[config.mk]
export PLATFORM = sky130hd
export DESIGN_NAME = pidis_queue
export DESIGN_NICKNAME = d
export VERILOG_FILES = /design/src/pidis_pkg.sv /design/src/pidis_queue.sv
export SDC_FILE = /design/constraint.sdc
export NUM_CORES = 1
export LEC_CHECK = 0
export BUFFER_PORTS_ARGS = -buffer_cell sky130_fd_sc_hd__buf_4
export CELL_PAD_IN_SITES_DETAIL_PLACEMENT = 1
export CELL_PAD_IN_SITES_GLOBAL_PLACEMENT = 1
export CORE_AREA = 2 2 39 41
export DETAILED_ROUTE_END_ITERATION = 8
export DIE_AREA = 0 0 41 43
export PLACE_DENSITY = 0.52
export SLEW_MARGIN = 15
export SYNTH_ARGS = -nofsm -noshare
export SYNTH_HDL_FRONTEND = slang
export SYNTH_SLANG_ARGS = --single-unit
[constraint.sdc]
create_clock -name clk_i -period 1.5 [get_ports clk_i]
set_input_delay 0 -clock clk_i [delete_from_list [all_inputs] [get_ports clk_i]]
set_output_delay 0 -clock clk_i [all_outputs]
set_load 0.005 [all_outputs]
[src/pidis_pkg.sv]
// Shared types, constants and saturation helpers for the PID integral-separation core.
`default_nettype none

package pidis_pkg;

  localparam int CHANNELS_DEF    = 4;
  localparam int QUEUE_DEPTH_DEF = 2;
  localparam int CHAN_W          = 2;
  localparam int THR_W           = 31;
  localparam int ADJ_W           = 15;

  typedef enum logic {
    KIND_CONFIG = 1'b0,
    KIND_STEP   = 1'b1
  } kind_e;

  typedef enum logic [1:0] {
    REG_THRESHOLD = 2'd0,
    REG_KP_RED    = 2'd1,
    REG_KD_ADJ    = 2'd2
  } reg_idx_e;

  // One classified request as it travels from the front to the back.
  typedef struct packed {
    kind_e              kind;
    logic [CHAN_W-1:0]  ch;
    logic signed [31:0] err;
    logic               band;
    logic signed [15:0] gain_p;
    logic signed [15:0] gain_i;
    logic signed [15:0] gain_d;
  } qitem_t;

  typedef struct packed {
    logic [ADJ_W-1:0] kp_red;
    logic [ADJ_W-1:0] kd_adj;
  } gain_adj_t;

  function automatic logic signed [15:0] sat16(input logic signed [16:0] v);
    logic signed [15:0] r;
    if (v[16] != v[15]) begin
      r = v[16] ? 16'sh8000 : 16'sh7fff;
    end else begin
      r = v[15:0];
    end
    return r;
  endfunction

  function automatic logic signed [31:0] sat32(input logic signed [32:0] v);
    logic signed [31:0] r;
    if (v[32] != v[31]) begin
      r = v[32] ? 32'sh8000_0000 : 32'sh7fff_ffff;
    end else begin
      r = v[31:0];
    end
    return r;
  endfunction

endpackage

`default_nettype wire

[src/pidis_queue.sv]
// Small FIFO that decouples the front end from the back end.
`default_nettype none

module pidis_queue
  import pidis_pkg::*;
#(
  parameter int WIDTH = 1,
  parameter int DEPTH = QUEUE_DEPTH_DEF
) (
  input  wire logic             clk_i,
  input  wire logic             rst_ni,
  input  wire logic             push_i,
  input  wire logic [WIDTH-1:0] push_data_i,
  output logic                  full_o,
  output logic                  valid_o,
  input  wire logic             pop_i,
  output logic [WIDTH-1:0]      pop_data_o
);

  localparam int PtrW = (DEPTH > 1) ? $clog2(DEPTH) : 1;
  localparam int CntW = $clog2(DEPTH + 1);

  logic [WIDTH-1:0] mem_q [DEPTH];
  logic [PtrW-1:0]  wr_ptr_q, wr_ptr_d;
  logic [PtrW-1:0]  rd_ptr_q, rd_ptr_d;
  logic [CntW-1:0]  count_q, count_d;
  logic             do_push, do_pop;

  assign full_o     = (count_q == CntW'(DEPTH));
  assign valid_o    = (count_q != '0);
  assign pop_data_o = mem_q[rd_ptr_q];

  assign do_push = push_i && !full_o;
  assign do_pop  = pop_i && valid_o;

  always_comb begin
    wr_ptr_d = wr_ptr_q;
    rd_ptr_d = rd_ptr_q;
    count_d  = count_q;
    if (do_push) begin
      wr_ptr_d = (wr_ptr_q == PtrW'(DEPTH - 1)) ? '0 : wr_ptr_q + 1'b1;
    end
    if (do_pop) begin
      rd_ptr_d = (rd_ptr_q == PtrW'(DEPTH - 1)) ? '0 : rd_ptr_q + 1'b1;
    end
    if (do_push && !do_pop) begin
      count_d = count_q + 1'b1;
    end else if (do_pop && !do_push) begin
      count_d = count_q - 1'b1;
    end
  end

  always_ff @(posedge clk_i or negedge rst_ni) begin
    if (!rst_ni) begin
      wr_ptr_q <= '0;
      rd_ptr_q <= '0;
      count_q  <= '0;
    end else begin
      wr_ptr_q <= wr_ptr_d;
      rd_ptr_q <= rd_ptr_d;
      count_q  <= count_d;
    end
  end

  always_ff @(posedge clk_i) begin
    if (do_push) begin
      mem_q[wr_ptr_q] <= push_data_i;
    end
  end

endmodule

`default_nettype wire

Yosys cells after proc, flatten, opt, wreduce, memory -nomap -nowiden. Memories as Yosys holds them, arrays and structs flattened. Cells that the tools add are included.

Word-level logic and storage cells: 24. RAM bits: 2. Output and inout bits: 3. Register bits after elaboration: 4. Bits of input ports: 5. Memories: 1.

Memories: mem_q (depth 2, width 1, read ports 1, clocked after memory_dff 0, wr ports 1, line pidis_queue.sv:23) `logic [WIDTH-1:0] mem_q [DEPTH];`.

Add/sub/neg operators: 4. Muxes and demuxes: 6. Reduce and logical (&&, ||, !) cells: 9. Equality and inequality tests: 1.

Operators by type and width (number): logical AND 1 bit (4); 2-to-1 mux 1 bit (4); 2-to-1 mux 2 bit (2); nonzero test 2 bit (2); logical NOT 1 bit (3); adder 1 bit, second input constant (2); adder 2 x 1 -> 2 bit, second input constant (1); == test 2 bit, second input constant (1); subtractor 2 x 1 -> 2 bit, second input constant (1).

Depth between registers and ports, before layout.
Depth after elaboration: 7. Mapped depth: 7. Gate-level depth less buffers: 7.

Least setup slack after synthesis. No wires, ideal clock.

Path type: register -> register. Start: reg count_q[0]. End: reg count_q[1]. Path buffers: 0. Clock period less this slack: 1.347 ns. Library setup time: 0.079 ns. Path slack: 0.153 ns. Required time: 1.421 ns. Stages on the path, launching flop included: 7. Data arrival time: 1.268 ns. Cells stage by stage: dfrtp_1 > nand2b_1 > nand2_1 > inv_1 > ha_1 > nor2_1 > xor2_1.

Cells in the longest elaborated chain, start to end: 6. Elaborated cells between the ends (all ways): 14. Those cells by class: 2 x add/sub; 1 x eq/ne; 2 x mux; 9 x reduce/logical.

RTL lines: from (decl) (line pidis_queue.sv:26) `logic [CntW-1:0] count_q, count_d;`; from (signal assigned) (line pidis_queue.sv:61) `count_q <= count_d;`; == test 2 bit (line pidis_queue.sv:29) `assign full_o = (count_q == CntW'(DEPTH));`; logical NOT 1 bit (line pidis_queue.sv:33) `assign do_push = push_i && !full_o;`; logical AND 1 bit (line pidis_queue.sv:33); logical NOT 1 bit (line pidis_queue.sv:48) `end else if (do_pop && !do_push) begin`; logical AND 1 bit (line pidis_queue.sv:48); nonzero test 2 bit (no source line).

Parallel ways exist; a longest one is shown, timed or not. The select of a mux whose other input is x is not followed. A chain may end at the register's enable or synchronous reset.

Final worst setup path.
Start: reg count_q[1]. End: reg count_q[1].

Same word-level chain as after synthesis.

==> out/summary.json <==
{
  "outcome": {"value": "completed"},
  "finalWorstPathRequiredPeriod": {"value": 1.45, "unit": "ns"},
  "worst_ir_drop_vdd": {"value": 0.468, "unit": "mV"},
  "comb_power_frac": {"value": 0.477},
  "setup.worst_path.end_class": {"value": "register"},
  "worst-path-buf-inv": {"value": 0},
  "slew_headroom": {"value": 0.897},
  "drt_iter0_drc": {"value": 1},
  "totalNegativeSetupSlack": {"value": 0, "unit": "ns"},
  "final_min_period_over_clock_period": {"value": 0.969},
  "detail_route.drc_violations": {"value": 0},
  "n_antenna_cell": {"value": 0},
  "fp.dieArea": {"value": 1760, "unit": "sq um"},
  "numPortBuffers": {"value": 7},
  "area_share_of_the_leading_cell_type_in_the_synthesized_netlist": {"value": 0.365},
  "power_per_cell_area": {"value": 2090, "unit": "nW/um^2"},
  "ys.warnings.count": {"value": 0},
  "final-hold-violation-count": {"value": 0},
  "dominantRegCellSynth": {"value": "dfrtp_1"},
  "gp_congestion": {"value": 0.539},
  "final-setup-viol-count": {"value": 0},
  "ys_top_cells_by_area": {"value": "dfrtp_1 37%, edfxtp_1 22%, xnor2_1 9.6%"},
  "synthDistinctLibCells": {"value": 13},
  "cp_startpoint_kind": {"value": "register"},
  "cts.reportedPaths.clkPinSlew": {"value": 0.05, "unit": "ns"},
  "grt_first_pass_wirelength": {"value": 917, "unit": "um"},
  "clockBufferDepth": {"value": 2},
  "power.share.switching": {"value": 0.327},
  "finish.utilization": {"value": 0.323},
  "synth.largest_area_cell": {"value": "dfrtp_1"},
  "grt_start_max_net_pins": {"value": 5},
  "asyncSetResetFlopFracSynth": {"value": 0.667},
  "route.final.wire_length": {"value": 627, "unit": "um"},
  "global_route_usage_over_all_layers": {"value": 0.0838},
  "p_int": {"value": 0.000627, "unit": "W"},
  "clock_skew": {"value": 0.000266, "unit": "ns"},
  "fp.dieH": {"value": 43, "unit": "um"},
  "worstSkewPairLatency": {"value": 0.25, "unit": "ns"},
  "yosys-top-cells-count": {"value": "4 x dfrtp_1, 3 x xnor2_1"},
  "hold_path_class": {"value": "input pin to register"},
  "starting_density": {"value": 0.198},
  "placement_rows": {"value": 14},
  "drtPass1Iterations": {"value": 2},
  "vias_per_cell": {"value": 3.82},
  "timing.reg2reg.worst_path_depth": {"value": 6},
  "timing.critical_path.fanout_max": {"value": 3},
  "clock_tree.htree_level_count": {"value": 1},
  "syn-cell-area": {"value": 274, "unit": "sq um"},
  "max_slew.worst_pin.slew": {"value": 0.154, "unit": "ns"},
  "fin_nets": {"value": 46},
  "critical_path.slowest_cell": {"value": "dfrtp_2"},
  "syn_inst": {"value": 22},
  "drv_cap": {"value": 0},
  "crit_family": {"value": "flip-flops"},
  "worst_slack": {"value": 0.0463, "unit": "ns"},
  "cts.sink_count": {"value": 6},
  "path_cells": {"value": "or2_4, nand2_2, ha_2, xor2_2, nor2_2, xor2_1"},
  "synthMostInstantiatedCell": {"value": "dfrtp_1"},
  "grt_pass1_vias": {"value": 236},
  "dp_worst_setup_slack": {"value": -0.000939, "unit": "ns"},
  "place_hpwl": {"value": 441, "unit": "um"},
  "clock-root-buffer": {"value": "clkbuf_4"},
  "fp.coreArea": {"value": 1380, "unit": "sq um"},
  "via_count": {"value": 210},
  "synth_nets": {"value": 28},
  "cpPeakStageDelay": {"value": 0.43, "unit": "ns"},
  "overflow": {"value": 0},
  "number_of_enable_type_register_cells_in_the_synthesized_netlist": {"value": 2},
  "inserted_clock_buffers": {"value": 3},
  "switching_power": {"value": 0.000305, "unit": "W"},
  "clock_tree_from_tritoncts": {"value": "done"},
  "critical_path_required": {"value": 1.63, "unit": "ns"},
  "crit_type": {"value": "register to register"},
  "dr_wl_cell": {"value": 11.4, "unit": "um"},
  "boundaryPins": {"value": 8},
  "critical_path_stages": {"value": 6},
  "drv_slew": {"value": 0},
  "die_width": {"value": 41, "unit": "um"},
  "arrival": {"value": 1.59, "unit": "ns"},
  "max_freq": {"value": 688, "unit": "MHz"},
  "ys_seq_area_frac": {"value": 0.584},
  "hold_path_depth": {"value": 3},
  "postSynthRegisterBits": {"value": 6},
  "power_leakage": {"value": 0.210, "unit": "nW"},
  "drtAntennaViolNets": {"value": 0},
  "syn_avg_cell_area": {"value": 12.5, "unit": "sq um"},
  "seqPwrFrac": {"value": 0.342},
  "number_of_antenna_violations_at_the_first_check_in_global_routing": {"value": 0},
  "areaGrowthSynthToFinish": {"value": 63.0, "unit": "%"},
  "clock_power_share": {"value": 0.181},
  "post_route_cells_drive_above_1_share": {"value": 0.590}
}
[worst register-to-register path, stage by stage (launching register included)]
cell and delay [ns]:
dfrtp_2 0.43, or2_4 0.27, nand2_2 0.09, ha_2 0.19
xor2_2 0.13, nor2_2 0.06, xor2_1 0.16
[metrics by stage]
step                hold WS (ns)  cells  cell area, sq um  power (W)
detailed placement        -0.198     46               354   0.000641
global route              0.0341     55               447   0.000992
CTS                       0.0288     52               408   0.000842
floorplan                 -0.296     22               274   0.000506
global placement          -0.201     46               354   0.000613
finish                    0.0332     55               447   0.000932
[layout make-up]
cell class	instances	area (sq um)
sequential	6	161
inverter	2	7.51
timing repair buffer	13	103
clock buffer	4	26.3
tap	16	20.0
multi-input combinational	14	129
fill	168	937
[logic make-up after synthesis]
group	count (synthesis)	synth area share
xor gates and xnor gates	5	0.160
DFF	6	0.584
adders and majority gates	1	0.0457
muxes	1	0.0411
and+or+nand+nor	7	0.142
buffers and inverters	2	0.0274
[worst paths after layout]
| path | endpoint | slack [ns] | start |
|---|---|---|---|
| worst max-delay path | count_q[1]$_DFFE_PN0P_ | 0.05 | count_q[1]$_DFFE_PN0P_ |
| worst min-delay path | rd_ptr_q$_DFFE_PN0P_ | 0.03 | pop_i |
| worst max register to register | count_q[1]$_DFFE_PN0P_ | 0.05 | count_q[1]$_DFFE_PN0P_ |
| worst min register to register | wr_ptr_q$_DFFE_PN0N_ | 0.50 | wr_ptr_q$_DFFE_PN0N_ |
| max in group asynchronous | count_q[1]$_DFFE_PN0P_ | 1.31 | rst_ni |
| min in group asynchronous | count_q[0]$_DFFE_PN0P_ | 0.08 | rst_ni |
[layer usage]
layer,part of all wire,vias up,wire length (um),GRT usage
li1,-,101,-,-
met1,0.35,102,222,0.0817
met2,0.59,5,371,0.125
met3,0.027,2,17,0
met4,0.026,0,16,0.120
met5,0,-,0,0
[what timing repair did]
action | 4_1_cts | 5_1_grt
endpoints found under the setup margin | 1 | 1
pin swaps | 0 | 3
setup buffers | 0 | 3
hold endpoints to repair | 6 | 0
gates resized for setup | 1 | 5
hold buffers | 2 | 0
[state kept, by name, summed over array words and instances, names as in the netlist]
name / cells
rd_ptr_q: 1
count_q: 2
mem_q: 2
wr_ptr_q: 1
[power by group through the flow]
stage                     Sequential (W)  Combinational [W]  Clock [W]
after floorplan                 0.000293           0.000213          0
after global placement          0.000303           0.000310          0
after detailed placement        0.000311           0.000330          0
after CTS                       0.000317           0.000353   0.000172
after global routing            0.000324           0.000483   0.000185
final                           0.000318           0.000444   0.000169
[cells in the final DEF, fill, tap and decap left out, drive strengths merged]
master       netlist  final
nor2               2      2
nand2b             1      1
clkbuf             0      4
inv                2      2
ha                 1      1
mux2               1      1
nand2              2      2
edfxtp             2      2
and3               1      1
xor2               2      2
dfrtp              4      4
buf                0     11
xnor2              3      3
or2                1      1
dlygate4sd3        0      2
No activity file was read; power rests on OpenSTA's default activity.
