==> src/pidis_pkg.sv <==
// Shared types, constants and saturation helpers for the PID integral-separation core.
`default_nettype none

package pidis_pkg;

  localparam int CHANNELS_DEF    = 4;
  localparam int QUEUE_DEPTH_DEF = 2;
  localparam int CHAN_W          = 2;
  localparam int THR_W           = 31;
  localparam int ADJ_W           = 15;

  typedef enum logic {
    KIND_CONFIG = 1'b0,
    KIND_STEP   = 1'b1
  } kind_e;

  typedef enum logic [1:0] {
    REG_THRESHOLD = 2'd0,
    REG_KP_RED    = 2'd1,
    REG_KD_ADJ    = 2'd2
  } reg_idx_e;

  // One classified request as it travels from the front to the back.
  typedef struct packed {
    kind_e              kind;
    logic [CHAN_W-1:0]  ch;
    logic signed [31:0] err;
    logic               band;
    logic signed [15:0] gain_p;
    logic signed [15:0] gain_i;
    logic signed [15:0] gain_d;
  } qitem_t;

  typedef struct packed {
    logic [ADJ_W-1:0] kp_red;
    logic [ADJ_W-1:0] kd_adj;
  } gain_adj_t;

  function automatic logic signed [15:0] sat16(input logic signed [16:0] v);
    logic signed [15:0] r;
    if (v[16] != v[15]) begin
      r = v[16] ? 16'sh8000 : 16'sh7fff;
    end else begin
      r = v[15:0];
    end
    return r;
  endfunction

  function automatic logic signed [31:0] sat32(input logic signed [32:0] v);
    logic signed [31:0] r;
    if (v[32] != v[31]) begin
      r = v[32] ? 32'sh8000_0000 : 32'sh7fff_ffff;
    end else begin
      r = v[31:0];
    end
    return r;
  endfunction

endpackage

`default_nettype wire

==> src/pidis_front.sv <==
// Front end: accepts requests, computes the saturated error and classifies it against the band.
`default_nettype none

module pidis_front
  import pidis_pkg::*;
#(
  parameter int CHANNELS = CHANNELS_DEF
) (
  input  wire logic                     in_valid_i,
  output logic                          in_ready_o,
  input  wire logic                     kind_i,
  input  wire logic [CHAN_W-1:0]        channel_i,
  input  wire logic signed [31:0]       target_i,
  input  wire logic signed [31:0]       measured_i,
  input  wire logic signed [15:0]       gain_p_i,
  input  wire logic signed [15:0]       gain_i_i,
  input  wire logic signed [15:0]       gain_d_i,
  input  wire logic [THR_W-1:0]         threshold_i,
  input  wire logic                     q_full_i,
  output logic                          q_push_o,
  output qitem_t                        q_item_o
);

  logic signed [32:0] diff;
  logic signed [31:0] err;
  logic [31:0]        mag;
  logic               ch_ok;

  assign in_ready_o = !q_full_i;

  assign diff = {target_i[31], target_i} - {measured_i[31], measured_i};
  assign err  = sat32(diff);
  // The most negative error negates to 2^31, which no threshold can exceed.
  assign mag  = err[31] ? (32'd0 - err) : err;

  assign ch_ok = (32'(channel_i) < 32'(CHANNELS));

  // Requests for a channel that does not exist are taken and dropped.
  assign q_push_o = in_valid_i && in_ready_o && ch_ok;

  always_comb begin
    q_item_o.kind   = kind_e'(kind_i);
    q_item_o.ch     = channel_i;
    q_item_o.err    = err;
    q_item_o.band   = (mag < {1'b0, threshold_i});
    q_item_o.gain_p = gain_p_i;
    q_item_o.gain_i = gain_i_i;
    q_item_o.gain_d = gain_d_i;
  end

endmodule

`default_nettype wire

==> config.mk <==
export PLATFORM = sky130hd
export DESIGN_NAME = pidis_front
export DESIGN_NICKNAME = d
export VERILOG_FILES = /design/src/pidis_pkg.sv /design/src/pidis_front.sv
export SDC_FILE = /design/constraint.sdc
export NUM_CORES = 1
export LEC_CHECK = 0
export ABC_AREA = 0
export BUFFER_PORTS_ARGS = -buffer_cell sky130_fd_sc_hd__clkbuf_2
export CAP_MARGIN = 20
export CORE_MARGIN = 2
export CORE_UTILIZATION = 44
export DETAILED_ROUTE_END_ITERATION = 10
export GPL_TIMING_DRIVEN = 1
export PLACE_DENSITY_LB_ADDON = 0.3
export REMOVE_ABC_BUFFERS = 1
export SYNTH_ARGS = -nofsm -noshare
export SYNTH_HDL_FRONTEND = slang
export SYNTH_SLANG_ARGS = --single-unit
==> constraint.sdc <==
create_clock -name vclk -period 8.46
set_input_delay 0.423 -clock vclk [all_inputs]
set_output_delay 0.423 -clock vclk [all_outputs]
set_load 0.01 [all_outputs]
# Word level (Yosys, flattened, before mapping)
# Index checks and enable logic that the tools add are counted.
[word_totals]
regBits = 0
output_inout_bits = 86
[classes]
add_sub_neg = 2
n_lt_le_gt_ge = 1
eq_ne = 1
mux = 3
n_reduce_logical = 2
[op_table]
columns = ["op", "n"]
rows = [
  ["$mux W32", 3],
  ["$sub A32 B32 Y33", 1],
  ["$lt A32 B31 Y1", 1],
  ["$sub A1 B32 Y32 const A", 1],
  ["$logic_and A1 B1 Y1", 1],
  ["$logic_not A1 Y1", 1],
  ["$ne A1 B1 Y1", 1],
]

# Longest topological paths before layout
# Gate-level depths: netlist of run 1.
[logic_depth]
word_depth = 6
ltp_mapped = 38
ltp_nobuf = 34

# Worst setup path before layout of run 1
# OpenSTA, ideal clock, no wires.
[synth_timing]
kind = "input-to-output"
start = "in measured_i[8]"
end = "out q_item_o[48] (netlist name)"
arrival_time_ns = 6.902
path_slack_ns = 1.135
path_stages = 38
path_cell_list = "inv_1 -> ha_1 -> clkbuf_1 -> a21oi_1 -> o21ai_0 -> a21boi_1 -> a21boi_0 -> o31ai_1 -> a31oi_1 -> a21o_1 -> a21o_1 -> xnor2_1 -> ha_1 -> clkbuf_1 -> clkbuf_1 -> clkbuf_1 -> clkbuf_1 -> nor2_1 -> (+2 left out) -> o21ai_0 -> nor2_1 -> nand2_1 -> nand4b_1 -> nor3_1 -> nor2_1 -> xor2_1 -> ha_1 -> a21o_1 -> a21o_1 -> a21oi_1 -> nor2b_1 -> o21ai_0 -> nand2b_1 -> a21oi_1 -> nor3_1 -> or3_1 -> a31oi_1"
[synth_lines]
columns = ["element", "line", "text"]
rows = [
  ["start, declared", "pidis_front.sv:14", "input wire logic signed [31:0] measured_i,"],
  ["end, declared", "pidis_front.sv:21", "output qitem_t q_item_o"],
]

==> flow_summary_export.csv, run 1 <==
group,metric,value,unit
run_status,status,"complete, no violations",
place,place_congestion,0.961,
sta,fin_crit,7700,ps
sta,period_share,91.1,%
synth,yosys_warnings,0,
setup_path,crit_path_start_kind,"input port",
floorplan,die_area,10600,µm²
floorplan,boundaryPins,234,
sta,tightest_slew,877,ps
sta,fin_setup_tns,0,ps
cells_and_area,ff_latch_area,0,µm²
synth,yosys.cell_types.count,64,
global_routing,grt.total_usage,25.9,%
sta,fin_hold_ws,846,ps
setup_path,cp.required,8040,ps
detailed_routing,via_per_inst,5.47,
power_and_ir_drop,p_leak,2.51,nW
floorplan,start_util,44.6,%
floorplan,num_rows,36,
global_routing,grt_overflow,0,
cells_and_area,diodes,0,
setup_path,cpMaxStageDelayCell,"or3_1",
global_routing,grt_pass1_wl,21600,µm
flow_run,drv_cap,0,
cells_and_area,utilization,48.6,%
detailed_routing,wl_per_cell,16.9,µm
place,io_buffers,132,
synth,syn_avg_cell_area,6.58,µm²
synth,yosys.area.top_type,"ha_1",
detailed_routing,dr_total_vias,4663,
power_and_ir_drop,power,0.852,mW
cells_and_area,n_sequential_cell,0,
detailed_routing,dr.pass1.iters,6,
synth,synth_area,4300,µm²
synth,yosysSeqAreaShare,0,%
global_routing,grt_max_degree,40,
sta,slew_headroom,40.7,%
sta,clock.fmax,130,MHz
sta,rsz0062_at_grt,"no",
detailed_routing,ant_nets,0,
clock_network,hold_buffers,0,
floorplan,coreArea,9640,µm²
detailed_routing,drt-initial-drc-count,227,
synth,synth_top_area_share,18.9,%
min_path,hp-class,"in2out",
global_routing,antenna_found_initial,0,
power_and_ir_drop,ir_drop,0.0547,mV
setup_path,crit_fanout,39,
synth,synthCells,653,
place,hpwl,12600,µm
setup_path,crit_arrival,7280,ps
setup_path,slowest_delay,380,ps
cells_and_area,stdcell_count,852,
global_routing,grt_pass1_vias,4227,
power_and_ir_drop,power_density,182,nW/µm²
clock_network,postCtsSetupBuffers,0,
clock_network,ctsResizeCount,0,
setup_path,crit_type,"in2out",
sta,hold_violations,0,
detailed_routing,routed_wl,14400,µm
cells_and_area,multiInputGateArea,3540,µm²
cells_and_area,fill_cells,1023,
floorplan,die_w,103,µm
sta,maxSlewViolCount,0,
cells_and_area,nClkBuffers,0,
sta,setup_violations,0,
synth,synth_area_leaders,"ha_1, buf_4, inv_1",
floorplan,die_y,103,µm
cells_and_area,area_growth,9.03,%
cells_and_area,drive_gt1_share,22.1,%
cells_and_area,final_nets,935,
place,dp.cells,852,
detailed_routing,drc,0,
setup_path,endpoint_kind,"output pin",
[cells in the mapped netlist, drive strengths merged (4+ instances only)]
master and instances:
inv 76, ha 65, nand2 60, a21oi 55, buf 55, o21ai 52
nor2 50, xnor2 32, a21o 24, xor2 19, clkbuf 14, nor3 13
nand4 12, nor2b 11, o21a 11, nand3 10, and2 9, nand2b 9
a31oi 8, o211ai 6, o31ai 6, mux2i 5, a211oi 4, and3 4
or3 4
[final cells by class]
cell class	count	area share (%)
inverter	77	6.17
multi-input combinational	507	75.7
tap	133	3.55
timing repair buffer	135	14.6
[per-stage QoR]
step	setup WS, ps	area, µm²
2_1_floorplan	898	3830
3_3_place_gp	1030	4680
3_5_place_dp	848	4680
4_1_cts	835	4680
5_1_grt	41.2	4680
6_report	756	4680
[routing by layer]
metal	vias to the layer above	wire length, µm	GRT usage [%]
met2	230	5500	37.5
met3	11	1940	12.7
li1	2343	-	-
met5	-	74	10.6
met4	2	100	1.32
met1	2077	6780	35.6
[critical path: cells and delay by family]
| family | cells | cell delay [ps] |
|---|---|---|
| buffers and inverters | 4 | 510 |
| adder cells (fa/ha/maj) | 4 | 1190 |
| AO/OA/AOI/OAI | 16 | 3110 |
| AND/OR/NAND/NOR | 11 | 1690 |
| XOR/XNOR | 2 | 350 |
[placed cells by master, fill, tap and decap left out, drive strengths merged, types with 8 or more instances in the layout]
master | netlist | layout
a21o | 24 | 24
a21oi | 55 | 55
a31oi | 8 | 8
and2 | 9 | 9
clkbuf | 14 | 132
ha | 65 | 65
inv | 76 | 76
nand2 | 60 | 60
nand2b | 9 | 9
nand3 | 10 | 10
nand4 | 12 | 12
nor2 | 50 | 50
nor2b | 11 | 11
nor3 | 13 | 13
o21a | 11 | 11
o21ai | 52 | 52
xnor2 | 32 | 32
xor2 | 19 | 19
[logic make-up after synthesis]
kind of cell	count (synthesis)	synth area share, %
AOI/OAI and AO/OA	191	29.5
xor gates and xnor gates	51	10.4
adders and majority gates	66	19.4
buffers and inverters	146	17.5
muxes	5	1.17
and+or+nand+nor	194	22.1
[path summary, 6_finish.rpt]
check	start	end	slack, ps	cells after the start
worst min-delay path	gain_i_i[0]	q_item_o[16]	850	0
worst max-delay path	measured_i[8]	q_item_o[48]	760	37
[where the power goes]
| group | leakage, nW | internal, mW | switching, mW |
|---|---|---|---|
| registers | 0 | 0 | 0 |
| clock network | 0 | 0 | 0 |
| logic | 2.51 | 0.350 | 0.502 |
| total | 2.51 | 0.350 | 0.502 |
Power figures use the tool's default switching activity.
==> run 2, diff against run 1 <==
--- a/config.mk
+++ b/config.mk
@@ -5,7 +5,7 @@
 export SDC_FILE = /design/constraint.sdc
 export NUM_CORES = 1
 export LEC_CHECK = 0
-export ABC_AREA = 0
+export ABC_AREA = 1
 export BUFFER_PORTS_ARGS = -buffer_cell sky130_fd_sc_hd__clkbuf_2
 export CAP_MARGIN = 20
 export CORE_MARGIN = 2
==> run 2 against run 1 <==
Setup slack improved by 880 ps. Utilization increased by 0.61 points. Cell count increased by 34%. Area after synthesis increased by 17%. Global-route usage decreased by 1.0 points. Die area increased by 16%. Non-clock buffer count decreased by 3. Synthesized cell count increased by 42%.
==> flow_summary_export.csv, run 2 <==
group,metric,value,unit
sta,maxSlewViolCount,0,
min_path,whs_endpoint,"q_item_o[2]",
cells_and_area,n_sequential_cell,0,
floorplan,start_util,45.6,%
synth,yosys.cell_types.count,45,
place,place_congestion,0.932,
min_path,hold_start,"gain_d_i[2]",
cells_and_area,drive_gt1_share,20.5,%
sta,fin_setup_tns,0,ps
setup_path,cpMaxStageDelayCell,"clkinv_1",
floorplan,boundaryPins,234,
place,place_area,5400,µm²
power_and_ir_drop,p_leak,3.55,nW
place,io_buffers,132,
setup_path,crit_type,"in2out",
sta,hold_violations,0,
global_routing,grt_pass1_vias,4956,
detailed_routing,via_per_inst,4.78,
synth,synth_top_area_share,20.7,%
cells_and_area,final_nets,1216,
run_status,status,"complete, no violations",
floorplan,die_y,111,µm
sta,clock.fmax,147,MHz
setup_path,crit_top_cell,"nand2_1",
detailed_routing,ant_nets,0,
detailed_routing,drc,0,
cells_and_area,utilization,49.2,%
cells_and_area,area_growth,7.79,%
detailed_routing,dr_total_vias,5444,
synth,synth_common_cells,"nand2_1, inv_1, nor2_1",
clock_network,ctsResizeCount,0,
sta,slew_headroom,43.5,%
synth,synthCells,928,
synth,syn_avg_cell_area,5.40,µm²
synth,yosys.area.top_type,"nand2_1",
sta,rsz0062_at_grt,"no",
flow_run,drv_cap,0,
min_path,hp-class,"in2out",
cells_and_area,stdcell_count,1140,
power_and_ir_drop,ir_drop,0.106,mV
cells_and_area,final_cell_mix,"nand2_1, inv_1, clkbuf_2",
cells_and_area,diodes,0,
detailed_routing,wl_per_cell,13.7,µm
clock_network,hold_buffers,0,
detailed_routing,dr.pass1.iters,5,
power_and_ir_drop,power_density,182,nW/µm²
cells_and_area,nClkBuffers,0,
detailed_routing,routed_wl,15700,µm
floorplan,die_w,111,µm
floorplan,coreArea,11000,µm²
sta,fin_hold_ws,846,ps
sta,period_share,80.7,%
detailed_routing,drt-initial-drc-count,290,
synth,synth_area_leaders,"nand2_1, ha_1, inv_1",
clock_network,postCtsSetupBuffers,0,
global_routing,antenna_found_initial,0,
cells_and_area,ff_latch_area,0,µm²
setup_path,cp.required,8040,ps
synth,yosysMostFrequentCell,"nand2_1",
sta,fin_crit,6820,ps
cells_and_area,mostFrequentLayoutCell,"nand2_1",
power_and_ir_drop,power,0.984,mW
synth,yosysSeqAreaShare,0,%
min_path,whs_path_depth,0,
global_routing,grt_max_degree,34,
setup_path,crit_arrival,6400,ps
synth,yosys_warnings,0,
synth,synth_area,5010,µm²
floorplan,num_rows,38,
floorplan,die_area,12300,µm²
place,dp.cells,1140,
global_routing,grt_overflow,0,
setup_path,crit_fanout,26,
sta,setup_ws,1640,ps
place,hpwl,14100,µm
setup_path,crit_path_start_kind,"input port",
setup_path,slowest_delay,720,ps
global_routing,grt.total_usage,24.9,%
global_routing,grt_pass1_wl,25400,µm
sta,setup_violations,0,
sta,tightest_slew,845,ps
cells_and_area,postLayoutCellArea,5400,µm²
place,post-place-ws,1700,ps
setup_path,endpoint_kind,"output pin",
==> run 2: worst max-delay path by stage <==
stage	startpoint	end	slack, ps	cells after the start
final	measured_i[24]	q_item_o[48]	1640	35
after global routing	target_i[2]	q_item_o[48]	1000	35
after CTS	measured_i[24]	q_item_o[48]	1680	35
after detailed placement	measured_i[24]	q_item_o[48]	1700	35
after global placement	measured_i[24]	q_item_o[48]	1860	35
after floorplan	measured_i[23]	q_item_o[48]	2860	33
==> run 2: cell families after synthesis <==
group / share of synthesized area [%]
buffers and inverters: 24.1
xor gates and xnor gates: 4.72
AOI/OAI and AO/OA: 8.94
adders and majority gates: 16.6
and+or+nand+nor: 45.6
==> run 2: cell type report <==
class | instances | area [µm²]
fill | 1267 | 5580
multi-input combinational | 665 | 3800
timing repair buffer | 132 | 661
inverter | 203 | 762
tap | 140 | 175
==> run 2: metal layers <==
metal	global-route usage, %	vias up	routed length [µm]
met2	35.9	233	5930
met1	34.3	2250	7440
met3	12.5	8	2090
met4	0.417	6	27
li1	-	2947	-
met5	10.8	-	182
==> run 2: worst max-delay path, delay by kind of cell <==
kind,cells,cell delay (ps)
xor gates and xnor gates,1,230
adders and majority gates,3,1210
buffers and inverters,7,1150
AOI/OAI and AO/OA,8,1040
and+or+nand+nor,16,2360
==> run 2: power breakdown <==
group | switching (mW) | internal (mW)
Clock | 0 | 0
Combinational | 0.616 | 0.367
Sequential | 0 | 0
Total | 0.616 | 0.367
==> run 3, diff against run 2 <==
--- a/config.mk
+++ b/config.mk
@@ -5,11 +5,11 @@
 export SDC_FILE = /design/constraint.sdc
 export NUM_CORES = 1
 export LEC_CHECK = 0
-export ABC_AREA = 1
+export ABC_AREA = 0
 export BUFFER_PORTS_ARGS = -buffer_cell sky130_fd_sc_hd__clkbuf_2
 export CAP_MARGIN = 20
 export CORE_MARGIN = 2
-export CORE_UTILIZATION = 44
+export CORE_UTILIZATION = 43
 export DETAILED_ROUTE_END_ITERATION = 10
 export GPL_TIMING_DRIVEN = 1
 export PLACE_DENSITY_LB_ADDON = 0.3
==> constraint.sdc (replaced) <==
create_clock -name vclk -period 5.6
set_input_delay 0.28 -clock vclk [all_inputs]
set_output_delay 0.28 -clock vclk [all_outputs]
set_load 0.01 [all_outputs]
==> run 3 against run 2 <==
The run now ends with negative setup slack left. Critical endpoint unchanged. Cell area grew 27%. Critical path depth shrank 1. Non-clock buffer count grew 238. Critical path type unchanged. Die area shrank 12%. Wire length grew 13%. Cell count shrank 4.6%. Setup slack lost 2600 ps. Flip-flop and latch count is the same. Utilization grew 21 points. Global-route usage grew 6.3 points. Worst hold slack lost 290 ps. Power grew 91%.
==> flow_summary_export.csv, run 3 (synthesis gave the netlist of run 1 again) <==
group,metric,value,unit
cells_and_area,ff_latch_area,0,µm²
setup_path,crit_buf_inv,4,
sta,slew_headroom,56.7,%
detailed_routing,ant_nets,0,
floorplan,die_y,104,µm
cells_and_area,drive_gt1_share,46.9,%
sta,rsz0062_at_grt,"yes",
sta,period_share,117,%
floorplan,coreArea,9730,µm²
sta,maxSlewViolCount,0,
cells_and_area,area_growth,59.5,%
global_routing,grt_pass1_vias,5619,
detailed_routing,via_per_inst,5.25,
global_routing,grt_max_degree,20,
detailed_routing,routed_wl,17700,µm
setup_path,crit_path_start_kind,"input port",
global_routing,grt_overflow,0,
detailed_routing,wl_per_cell,16.3,µm
cells_and_area,final_nets,1170,
power_and_ir_drop,ir_drop,0.129,mV
place,hpwl,14600,µm
cells_and_area,mostFrequentLayoutCell,"buf_4",
setup_path,slowest_delay,440,ps
setup_path,cpMaxStageDelayCell,"or3_4",
detailed_routing,drt-initial-drc-count,259,
sta,fin_setup_tns,-928,ps
cells_and_area,nClkBuffers,0,
power_and_ir_drop,p_leak,3.70,nW
floorplan,die_area,10800,µm²
detailed_routing,dr.pass1.iters,5,
flow_run,drv_cap,0,
cells_and_area,utilization,70.4,%
sta,fin_crit,6530,ps
sta,clock.fmax,153,MHz
power_and_ir_drop,power_density,274,nW/µm²
sta,hold_violations,0,
min_path,hp-class,"in2out",
cells_and_area,multiInputGateArea,3890,µm²
sta,fin_hold_ws,560,ps
cells_and_area,fill_cells,831,
run_status,violations,"negative setup slack",
run_status,status,"complete, but fails checks",
setup_path,crit_fanout,4,
cells_and_area,n_sequential_cell,0,
setup_path,crit_type,"in2out",
detailed_routing,drc,0,
global_routing,antenna_found_initial,0,
place,io_buffers,132,
sta,setup_ws,-928,ps
global_routing,grt.total_usage,31.2,%
sta,tightest_slew,642,ps
detailed_routing,dr_total_vias,5702,
setup_path,cp_top_family,"compound AO/OA/AOI/OAI gates",
setup_path,crit_top_cell,"a21o_1",
setup_path,crit_arrival,6250,ps
floorplan,start_util,44.1,%
setup_path,cp.required,5320,ps
cells_and_area,final_cell_mix,"buf_4, clkbuf_2, inv_1",
global_routing,grt_pass1_wl,28000,µm
place,place_congestion,0.877,
floorplan,boundaryPins,234,
clock_network,hold_buffers,0,
setup_path,endpoint_kind,"output pin",
sta,setup_violations,1,
floorplan,num_rows,36,
cells_and_area,diodes,0,
floorplan,die_w,104,µm
run 3: what timing repair did:
item | CTS | global route
resized for setup | 58 | 23
pin swaps | 36 | 18
buffers inserted | 35 | 4
gates cloned | 1 | 0
setup endpoints to repair | 1 | 1
run 3: power by group:
part / switching (mW) / total [mW] / internal, mW
combinational: 0.905 / 1.88 / 0.970
sequential: 0 / 0 / 0
clock: 0 / 0 / 0
total: 0.905 / 1.88 / 0.970
run 3: layout make-up:
class / count / area share [%]
multi-input combinational: 507 / 56.8
timing repair buffer: 370 / 36.5
tap: 133 / 2.43
inverter: 77 / 4.24
run 3: per-layer routing:
layer	track usage (%)	part of all wire [%]	up-vias
li1	-	-	2826
met1	38.5	44	2570
met2	50.6	43	269
met3	13.7	10	29
met4	2.70	1.6	8
met5	16.7	1.4	-
run 3: through the flow:
step                power (mW)  instance area [µm²]  cells  worst slack [ps]
finish                    1.88                 6850   1087              -928
global route              2.05                 6850   1087             -1130
CTS                       1.80                 6720   1083              -797
detailed placement        1.63                 6150   1047             -1560
global placement          1.58                 6150   1047             -1250
floorplan                0.901                 3830    584             -1680
run 3: final timing paths:
check	start	to	slack, ps	cells after the start
worst max-delay path	measured_i[1]	q_item_o[48]	-930	34
worst min-delay path	gain_d_i[14]	q_item_o[14]	560	0
